### src/rtl/core/base64_encoder_with_group_spacing_defines.svh
// ----------------------------------------------------------------------------
// Base64 encoder with group spacing: assertion macros
// Shared concurrent assertion forms used by the RTL modules.
// ----------------------------------------------------------------------------
`ifndef BASE64_ENCODER_WITH_GROUP_SPACING_DEFINES_SVH
`define BASE64_ENCODER_WITH_GROUP_SPACING_DEFINES_SVH

// Same-cycle implication, disabled during reset.
`define B64GS_ASSERT_NOW(label, clk, rst, ante, cons, msg) \
  label: assert property (@(posedge clk) disable iff (rst) (ante) |-> (cons)) \
    else $error(msg);

// Next-cycle implication, disabled during reset.
`define B64GS_ASSERT_NEXT(label, clk, rst, ante, cons, msg) \
  label: assert property (@(posedge clk) disable iff (rst) (ante) |=> (cons)) \
    else $error(msg);

`endif

### src/rtl/core/b64gs_pkg.sv
// ----------------------------------------------------------------------------
// b64gs_pkg
// Types, character constants and the sextet-to-ASCII map for the encoder.
// ----------------------------------------------------------------------------
package b64gs_pkg;

  localparam int unsigned CHAR_W      = 7;
  localparam int unsigned MAX_CHARS   = 5;
  localparam int unsigned CNT_W       = 3;

  localparam logic [CHAR_W-1:0] CHAR_PAD   = 7'h3D;  // '='
  localparam logic [CHAR_W-1:0] CHAR_SPACE = 7'h20;  // ' '
  localparam logic [CHAR_W-1:0] CHAR_PLUS  = 7'h2B;  // '+'
  localparam logic [CHAR_W-1:0] CHAR_SLASH = 7'h2F;  // '/'

  localparam logic [7:0] GPS_RESET = 8'd14;

  localparam logic [1:0] PEND_NONE = 2'd0;
  localparam logic [1:0] PEND_ONE  = 2'd1;
  localparam logic [1:0] PEND_TWO  = 2'd2;

  localparam logic [CNT_W-1:0] CNT_GROUP       = 3'd4;
  localparam logic [CNT_W-1:0] CNT_GROUP_SPACE = 3'd5;

  typedef struct packed {
    logic [7:0] data_byte;
    logic       end_of_message;
  } src_item_t;

  typedef struct packed {
    logic [CHAR_W-1:0] out_char;
    logic              last_char;
  } res_item_t;

  // One group of characters handed from the encoder to the serializer.
  typedef struct packed {
    logic [MAX_CHARS-1:0][CHAR_W-1:0] chars;  // chars[0] goes out first
    logic [CNT_W-1:0]                 count;  // 0 when the item emits nothing
    logic                             last;   // last char closes the message
  } group_t;

  function automatic logic [CHAR_W-1:0] b64_char(input logic [5:0] v);
    logic [CHAR_W-1:0] c;
    if (v < 6'd26) begin
      c = 7'd65 + {1'b0, v};
    end else if (v < 6'd52) begin
      c = 7'd71 + {1'b0, v};
    end else if (v < 6'd62) begin
      c = {1'b0, v} - 7'd4;
    end else if (v == 6'd62) begin
      c = CHAR_PLUS;
    end else begin
      c = CHAR_SLASH;
    end
    return c;
  endfunction

endpackage

### src/rtl/core/base64_encoder_with_group_spacing.sv
// ----------------------------------------------------------------------------
// base64_encoder_with_group_spacing
// Byte-stream base64 encoder that inserts a space after every N groups.
// ----------------------------------------------------------------------------
// Usage:
//   src channel: one byte per item with an end-of-message flag. An item is
//   taken at a clock edge with src_valid high and src_stall low.
//   res channel: one ASCII character per item; last_char marks the final
//   character of a message's encoding. Taken with res_valid high and
//   res_stall low.
//   cfg channel: write groups_per_space (0 turns spaces off); cfg_ready is
//   always high. Write only while the block is idle.
// The byte that completes a group loads the group buffer at the edge that
//   takes it; the first character then moves from the group buffer into
//   the output register, from which the receiver takes it.
// Throughput: one character per cycle out of the output register while
//   res_stall is low; a group is 4 characters, 5 with a space. src_stall
//   holds every byte, including those that only fill the pending store,
//   while the group buffer is busy, so no new byte is taken until the
//   group's last character leaves the buffer.
// Reset: pending bytes and space count clear, groups_per_space returns to
//   14, nothing is in flight.
// A stalled receiver holds the output item; the group buffer then stays
//   busy and src_stall stays high until characters drain again.
// ----------------------------------------------------------------------------
module base64_encoder_with_group_spacing (
  input  logic                  clk,
  input  logic                  rst,
  input  logic                  src_valid,
  output logic                  src_stall,
  input  b64gs_pkg::src_item_t  src_item,
  output logic                  res_valid,
  input  logic                  res_stall,
  output b64gs_pkg::res_item_t  res_item,
  input  logic                  cfg_valid,
  output logic                  cfg_ready,
  input  logic [7:0]            cfg_data
);
  import b64gs_pkg::*;

  logic [7:0] groups_per_space;
  group_t     grp;
  logic       accept;
  logic       load;
  logic       full;

  // Accept a byte whenever the group buffer is free or drains this cycle.
  assign src_stall = full;
  assign accept    = src_valid && !src_stall;
  // Hand a group on only when the item produced characters.
  assign load      = accept && (grp.count != '0);
  assign cfg_ready = 1'b1;

  // Hold the spacing register; the user must write it only while idle, the block does not enforce this.
  always_ff @(posedge clk) begin
    if (rst) begin
      groups_per_space <= GPS_RESET;
    end else if (cfg_valid && cfg_ready) begin
      groups_per_space <= cfg_data;
    end
  end

  b64gs_encode u_encode (
    .clk              (clk),
    .rst              (rst),
    .item             (src_item),
    .accept           (accept),
    .groups_per_space (groups_per_space),
    .grp              (grp)
  );

  b64gs_serial u_serial (
    .clk       (clk),
    .rst       (rst),
    .grp       (grp),
    .load      (load),
    .full      (full),
    .res_valid (res_valid),
    .res_stall (res_stall),
    .res_item  (res_item)
  );

endmodule

### src/rtl/core/b64gs_encode.sv
// ----------------------------------------------------------------------------
// b64gs_encode
// Holds pending bytes and the space counter; forms one character group.
// ----------------------------------------------------------------------------
`include "base64_encoder_with_group_spacing_defines.svh"

module b64gs_encode (
  input  logic                  clk,
  input  logic                  rst,
  input  b64gs_pkg::src_item_t  item,
  input  logic                  accept,
  input  logic [7:0]            groups_per_space,
  output b64gs_pkg::group_t     grp
);
  import b64gs_pkg::*;

  logic [15:0] pending_bytes, pending_bytes_next;
  logic [1:0]  pending_count, pending_count_next;
  logic [7:0]  groups_since_space, groups_since_space_next;

  logic [1:0]  cnt;
  logic [23:0] w;
  logic [7:0]  gss_inc;
  logic        space_due;

  always_comb begin
    cnt = (pending_count == 2'd3) ? PEND_NONE : pending_count;
    gss_inc = groups_since_space + 8'd1;
    space_due = (groups_per_space != 8'd0) && (gss_inc >= groups_per_space);

    unique case (cnt)
      PEND_TWO: w = {pending_bytes, item.data_byte};
      PEND_ONE: w = {pending_bytes[7:0], item.data_byte, 8'h00};
      default:  w = {item.data_byte, 16'h0000};
    endcase

    grp.chars[0] = b64_char(w[23:18]);
    grp.chars[1] = b64_char(w[17:12]);
    grp.chars[2] = b64_char(w[11:6]);
    grp.chars[3] = b64_char(w[5:0]);
    grp.chars[4] = CHAR_SPACE;
    grp.last     = item.end_of_message;

    pending_bytes_next      = pending_bytes;
    pending_count_next      = pending_count;
    groups_since_space_next = groups_since_space;

    if (cnt == PEND_TWO) begin
      grp.count          = space_due ? CNT_GROUP_SPACE : CNT_GROUP;
      pending_bytes_next = 16'h0000;
      pending_count_next = PEND_NONE;
      if (groups_per_space != 8'd0) begin
        groups_since_space_next = space_due ? 8'd0 : gss_inc;
      end
    end else if (!item.end_of_message) begin
      grp.count          = '0;
      pending_bytes_next = {(cnt == PEND_ONE) ? pending_bytes[7:0] : 8'h00, item.data_byte};
      pending_count_next = cnt + 2'd1;
    end else begin
      grp.count = CNT_GROUP;
      if (cnt != PEND_ONE) begin
        grp.chars[2] = CHAR_PAD;
      end
      grp.chars[3] = CHAR_PAD;
    end

    // End of message: start the next one from a clean state.
    if (item.end_of_message) begin
      pending_bytes_next      = 16'h0000;
      pending_count_next      = PEND_NONE;
      groups_since_space_next = 8'd0;
    end
  end

  always_ff @(posedge clk) begin
    if (rst) begin
      pending_bytes      <= 16'h0000;
      pending_count      <= PEND_NONE;
      groups_since_space <= 8'd0;
    end else if (accept) begin
      pending_bytes      <= pending_bytes_next;
      pending_count      <= pending_count_next;
      groups_since_space <= groups_since_space_next;
    end
  end

  `B64GS_ASSERT_NOW(a_pend_range, clk, rst, 1'b1, pending_count != 2'd3, "pending count out of range")
  `B64GS_ASSERT_NEXT(a_eom_clear, clk, rst, accept && item.end_of_message, pending_count == PEND_NONE && groups_since_space == 8'd0, "state not cleared after end of message")
  `B64GS_ASSERT_NOW(a_grp_count, clk, rst, 1'b1, grp.count == 3'd0 || grp.count == CNT_GROUP || grp.count == CNT_GROUP_SPACE, "bad group size")

endmodule

### src/rtl/core/b64gs_serial.sv
// ----------------------------------------------------------------------------
// b64gs_serial
// Group buffer and output register; sends one character per cycle unless res_stall holds the output.
// ----------------------------------------------------------------------------
`include "base64_encoder_with_group_spacing_defines.svh"

module b64gs_serial (
  input  logic                  clk,
  input  logic                  rst,
  input  b64gs_pkg::group_t     grp,
  input  logic                  load,
  output logic                  full,
  output logic                  res_valid,
  input  logic                  res_stall,
  output b64gs_pkg::res_item_t  res_item
);
  import b64gs_pkg::*;

  logic [MAX_CHARS-1:0][CHAR_W-1:0] chars;
  logic [CNT_W-1:0]                 remaining;
  logic                             last;

  logic out_adv;
  logic pop;
  logic pop_last;

  assign out_adv  = !res_valid || !res_stall;
  assign pop      = (remaining != '0) && out_adv;
  assign pop_last = pop && (remaining == 3'd1);
  // Busy while a group is buffered, unless it drains this cycle.
  assign full     = (remaining != '0) && !pop_last;

  always_ff @(posedge clk) begin
    if (rst) begin
      remaining <= '0;
      res_valid <= 1'b0;
    end else begin
      if (load) begin
        remaining <= grp.count;
      end else if (pop) begin
        remaining <= remaining - 3'd1;
      end
      if (out_adv) begin
        res_valid <= remaining != '0;
      end
    end
  end

  always_ff @(posedge clk) begin
    if (load) begin
      chars <= grp.chars;
      last  <= grp.last;
    end else if (pop) begin
      chars <= {CHAR_SPACE, chars[MAX_CHARS-1:1]};
    end
    if (pop) begin
      res_item.out_char  <= chars[0];
      res_item.last_char <= last && (remaining == 3'd1);
    end
  end

  `B64GS_ASSERT_NOW(a_load_free, clk, rst, load, remaining == 3'd0 || pop_last, "group loaded over a busy buffer")
  `B64GS_ASSERT_NOW(a_rem_range, clk, rst, 1'b1, remaining <= 3'd5, "group count out of range")
  `B64GS_ASSERT_NEXT(a_pop_out, clk, rst, pop, res_valid, "popped char not presented")

endmodule
### config.mk
export PLATFORM = sky130hd
export DESIGN_NAME = base64_encoder_with_group_spacing
export DESIGN_NICKNAME = d
export VERILOG_FILES = /design/src/rtl/core/b64gs_pkg.sv /design/src/rtl/core/base64_encoder_with_group_spacing.sv /design/src/rtl/core/b64gs_encode.sv /design/src/rtl/core/b64gs_serial.sv
export VERILOG_INCLUDE_DIRS = /design/src /design/src/rtl/core
export SDC_FILE = /design/constraint.sdc
export NUM_CORES = 1
export LEC_CHECK = 0
export ABC_AREA = 1
export ABC_CLOCK_PERIOD_IN_PS = 2800
export CAP_MARGIN = 40
export CORE_MARGIN = 10
export CORE_UTILIZATION = 30
export CTS_CLUSTER_SIZE = 8
export DETAILED_ROUTE_END_ITERATION = 16
export DONT_BUFFER_PORTS = 1
export SLEW_MARGIN = 20
export SYNTH_ARGS = -nofsm -noshare
export SYNTH_HDL_FRONTEND = slang
export SYNTH_SLANG_ARGS = --single-unit
### constraint.sdc
create_clock -name clk -period 2.8 [get_ports clk]
set_input_delay 0.7 -clock clk [delete_from_list [all_inputs] [get_ports clk]]
set_output_delay 0.7 -clock clk [all_outputs]
set_load 0.005 [all_outputs]
==> results.py <==
metrics = {
    "logic_synthesis": {
        "synthArstFlopShare": 0,
        "synthFlopType": "dfxtp_1",
        "synthTopCellsByCount": "185 x nand2_1, 88 x inv_1, 58 x nand3_1",
        "avgSynthCellArea_um2": 7.44,
        "synth_seq_cells": 75,
        "synth_edf_count": 37,
        "yosys_warnings": 0,
        "yosysTopAreaCellShare": 0.211,
        "synthTopCellsByArea": "edfxtp_1 21%, dfxtp_1 14%, nand2_1 13%, ha_1 8.1%, inv_1 6.3%",
        "synth_area_um2": 5280,
        "synthesis.instances": 709,
        "ys_types": 46,
        "yosys.area.top_type": "edfxtp_1",
        "synth.most_common_cell": "nand2_1",
        "seq_area_frac_synth": 0.355,
        "syn_nets": 765,
    },
    "global_route": {
        "grt_max_degree": 28,
        "grt_usage": 0.110,
        "grt_pass1_wl_um": 21200,
        "grt_pass1_vias": 4276,
        "overflow": 0,
        "antenna_found_initial": 0,
    },
    "clocking": {
        "cts_hold_buf": 0,
        "cts_setup_buffers": 0,
        "path_clk_slew_ns": 0.06,
        "clk_path_buf_depth": 2,
        "clk_latency_ns": 0.35,
        "htreeDepth": 3,
        "numCtsBuffers": 9,
        "post_cts_resized": 0,
        "cts_tree": "yes",
        "clockRootBuffer": "clkbuf_16",
        "numClockSinks": 75,
    },
    "route": {
        "avgRoutedWirePerCell_um": 13.7,
        "vias": 4520,
        "dr.pass1.iters": 5,
        "avgViaCountPerCell": 4.77,
        "drc": 0,
        "final_antenna_net_count": 0,
        "drt_iter0_drc": 287,
        "wl_um": 12900,
    },
    "timing": {
        "fin_skew_ns": 0.0114,
        "rsz0062_at_grt": "false",
        "slew-limit-headroom": 0.653,
        "post-route-min-period_ns": 2.55,
        "finalHoldViolCount": 0,
        "fmax_mhz": 392,
        "setup_viol": 0,
        "worst_slew_pin_slew_ns": 0.517,
        "holdWs_ns": 0.418,
        "timing.final.crit_share": 0.911,
        "fin_setup_tns_ns": 0,
        "report.final.slew_viol_count": 0,
    },
    "layout": {
        "fin_area_um2": 5840,
        "diodes": 0,
        "area_growth_syn_to_layout_pct": 10.6,
        "fillCellCount": 1856,
        "drive_above_1_share": 0.119,
        "nNetsFinal": 773,
    },
    "setup_path": {
        "crit_required_ns": 2.90,
        "arrival_ns": 2.65,
        "crit_type": "reg -> reg",
        "worstSetupStartpointType": "flop",
        "end_kind": "flop",
        "r2r_setup_slack_ns": 0.25,
        "cp_max_fo": 12,
    },
    "power": {
        "p_per_area_nw_per_um2": 991,
        "p_leak_nw": 2.68,
        "total_power_w": 0.00578,
        "irDropWorstVdd_uv": 406,
    },
    "floorplanning": {
        "fp.coreArea_um2": 17300,
        "fp-row-count": 48,
        "start_util": 0.305,
        "io_pins": 33,
        "die_w_um": 153,
        "die_y_um": 153,
        "dieArea_um2": 23300,
    },
    "run": {
        "maxCapViolations": 0,
    },
    "place": {
        "hpwl_um": 9790,
        "io_buffers": 0,
        "globalplace.congestion": 0.897,
        "dpl_cell_area_um2": 5540,
    },
    "hold_path": {
        "hold_class": "in -> reg",
    },
    "status": {
        "outcome": "complete, no violations",
    },
}
## layout make-up
class	count	area [µm²]	share of cell area
flip-flops and latches	75	1870	0.321
clock buffers	12	267	0.0457
well taps	225	282	0.0482
inverters	97	365	0.0626
multi-input cells	518	2900	0.497
clock inverters	4	28.8	0.00493
repair buffers	16	120	0.0206
## power breakdown
part           internal [W]  switching [W]
sequential          0.00167       0.000148
combinational      0.000941        0.00186
clock              0.000677       0.000483
## critical path, cell delays in order, from the launching register on
cell	delay, ns
dfxtp_1	0.33
inv_1	0.06
ha_1	0.35
inv_2	0.21
buf_4	0.19
nand2_2	0.10
inv_1	0.11
ha_1	0.25
inv_1	0.09
nor2_1	0.21
nand2_1	0.08
nand3_1	0.08
nand2_1	0.05
a21oi_1	0.12
nor2_1	0.06
## kinds of logic after synthesis
group                      count (synthesis)  synth area share
and+or+nand+nor                          348             0.308
buffers and inverters                    116            0.0955
AOI/OAI and AO/OA                        113             0.124
DFF                                       75             0.355
adders and majority gates                 34            0.0806
xor gates and xnor gates                  22            0.0365
other                                      1          0.000711
## state kept, by name (all words and copies together) (netlist names)
name,count
u_encode.pending_count,2
u_encode.groups_since_space,8
u_serial.res_valid,1
u_serial.res_item,8
groups_per_space,8
u_serial.remaining,3
u_serial.chars,28
u_serial.last,1
u_encode.pending_bytes,16
## routing by layer
metal	up-vias	wire, µm	GRT usage
met5	-	0	0
met4	0	211	0.0413
met3	15	550	0.0271
met2	71	5980	0.178
met1	2088	6190	0.137
li1	2346	-	-
## per-stage QoR
step                setup slack, ns  instances   util
finish                        0.250        947  0.337
detailed placement            0.269        931  0.320
global route                 0.0237        947  0.337
global placement              0.354        931  0.320
floorplan                     0.324        709      -
CTS                           0.251        947  0.337
## layout by cell type (no fill, tap or decap), types with 4 or more instances in the layout
master,synthesis,routed
a211oi_1,7,7
a21oi_1,52,52
buf_4,2,16
clkbuf_16,0,9
dfxtp_1,38,38
edfxtp_1,37,37
ha_1,34,34
inv_1,88,88
inv_2,6,6
nand2_1,185,185
nand2_2,17,17
nand2_4,4,4
nand3_1,58,58
nand4_1,15,15
nor2_1,38,38
nor2_4,7,7
nor3_1,4,4
o211ai_1,5,5
o21ai_0,27,27
o21ai_1,7,7
or2_2,7,7
xnor2_1,7,7
xor2_1,15,15
## path summary, 6_finish.rpt
path                             startpoint                          to  cells after the start
setup / recovery  u_encode.pending_count[0]          u_serial.chars[16]                     14
setup reg to reg  u_encode.pending_count[0]          u_serial.chars[16]                     14
hold / removal                          rst  u_encode.pending_bytes[13]                      1
hold reg to reg           u_serial.chars[0]        u_serial.res_item[1]                      0
No activity file was read; power rests on OpenSTA's default activity.
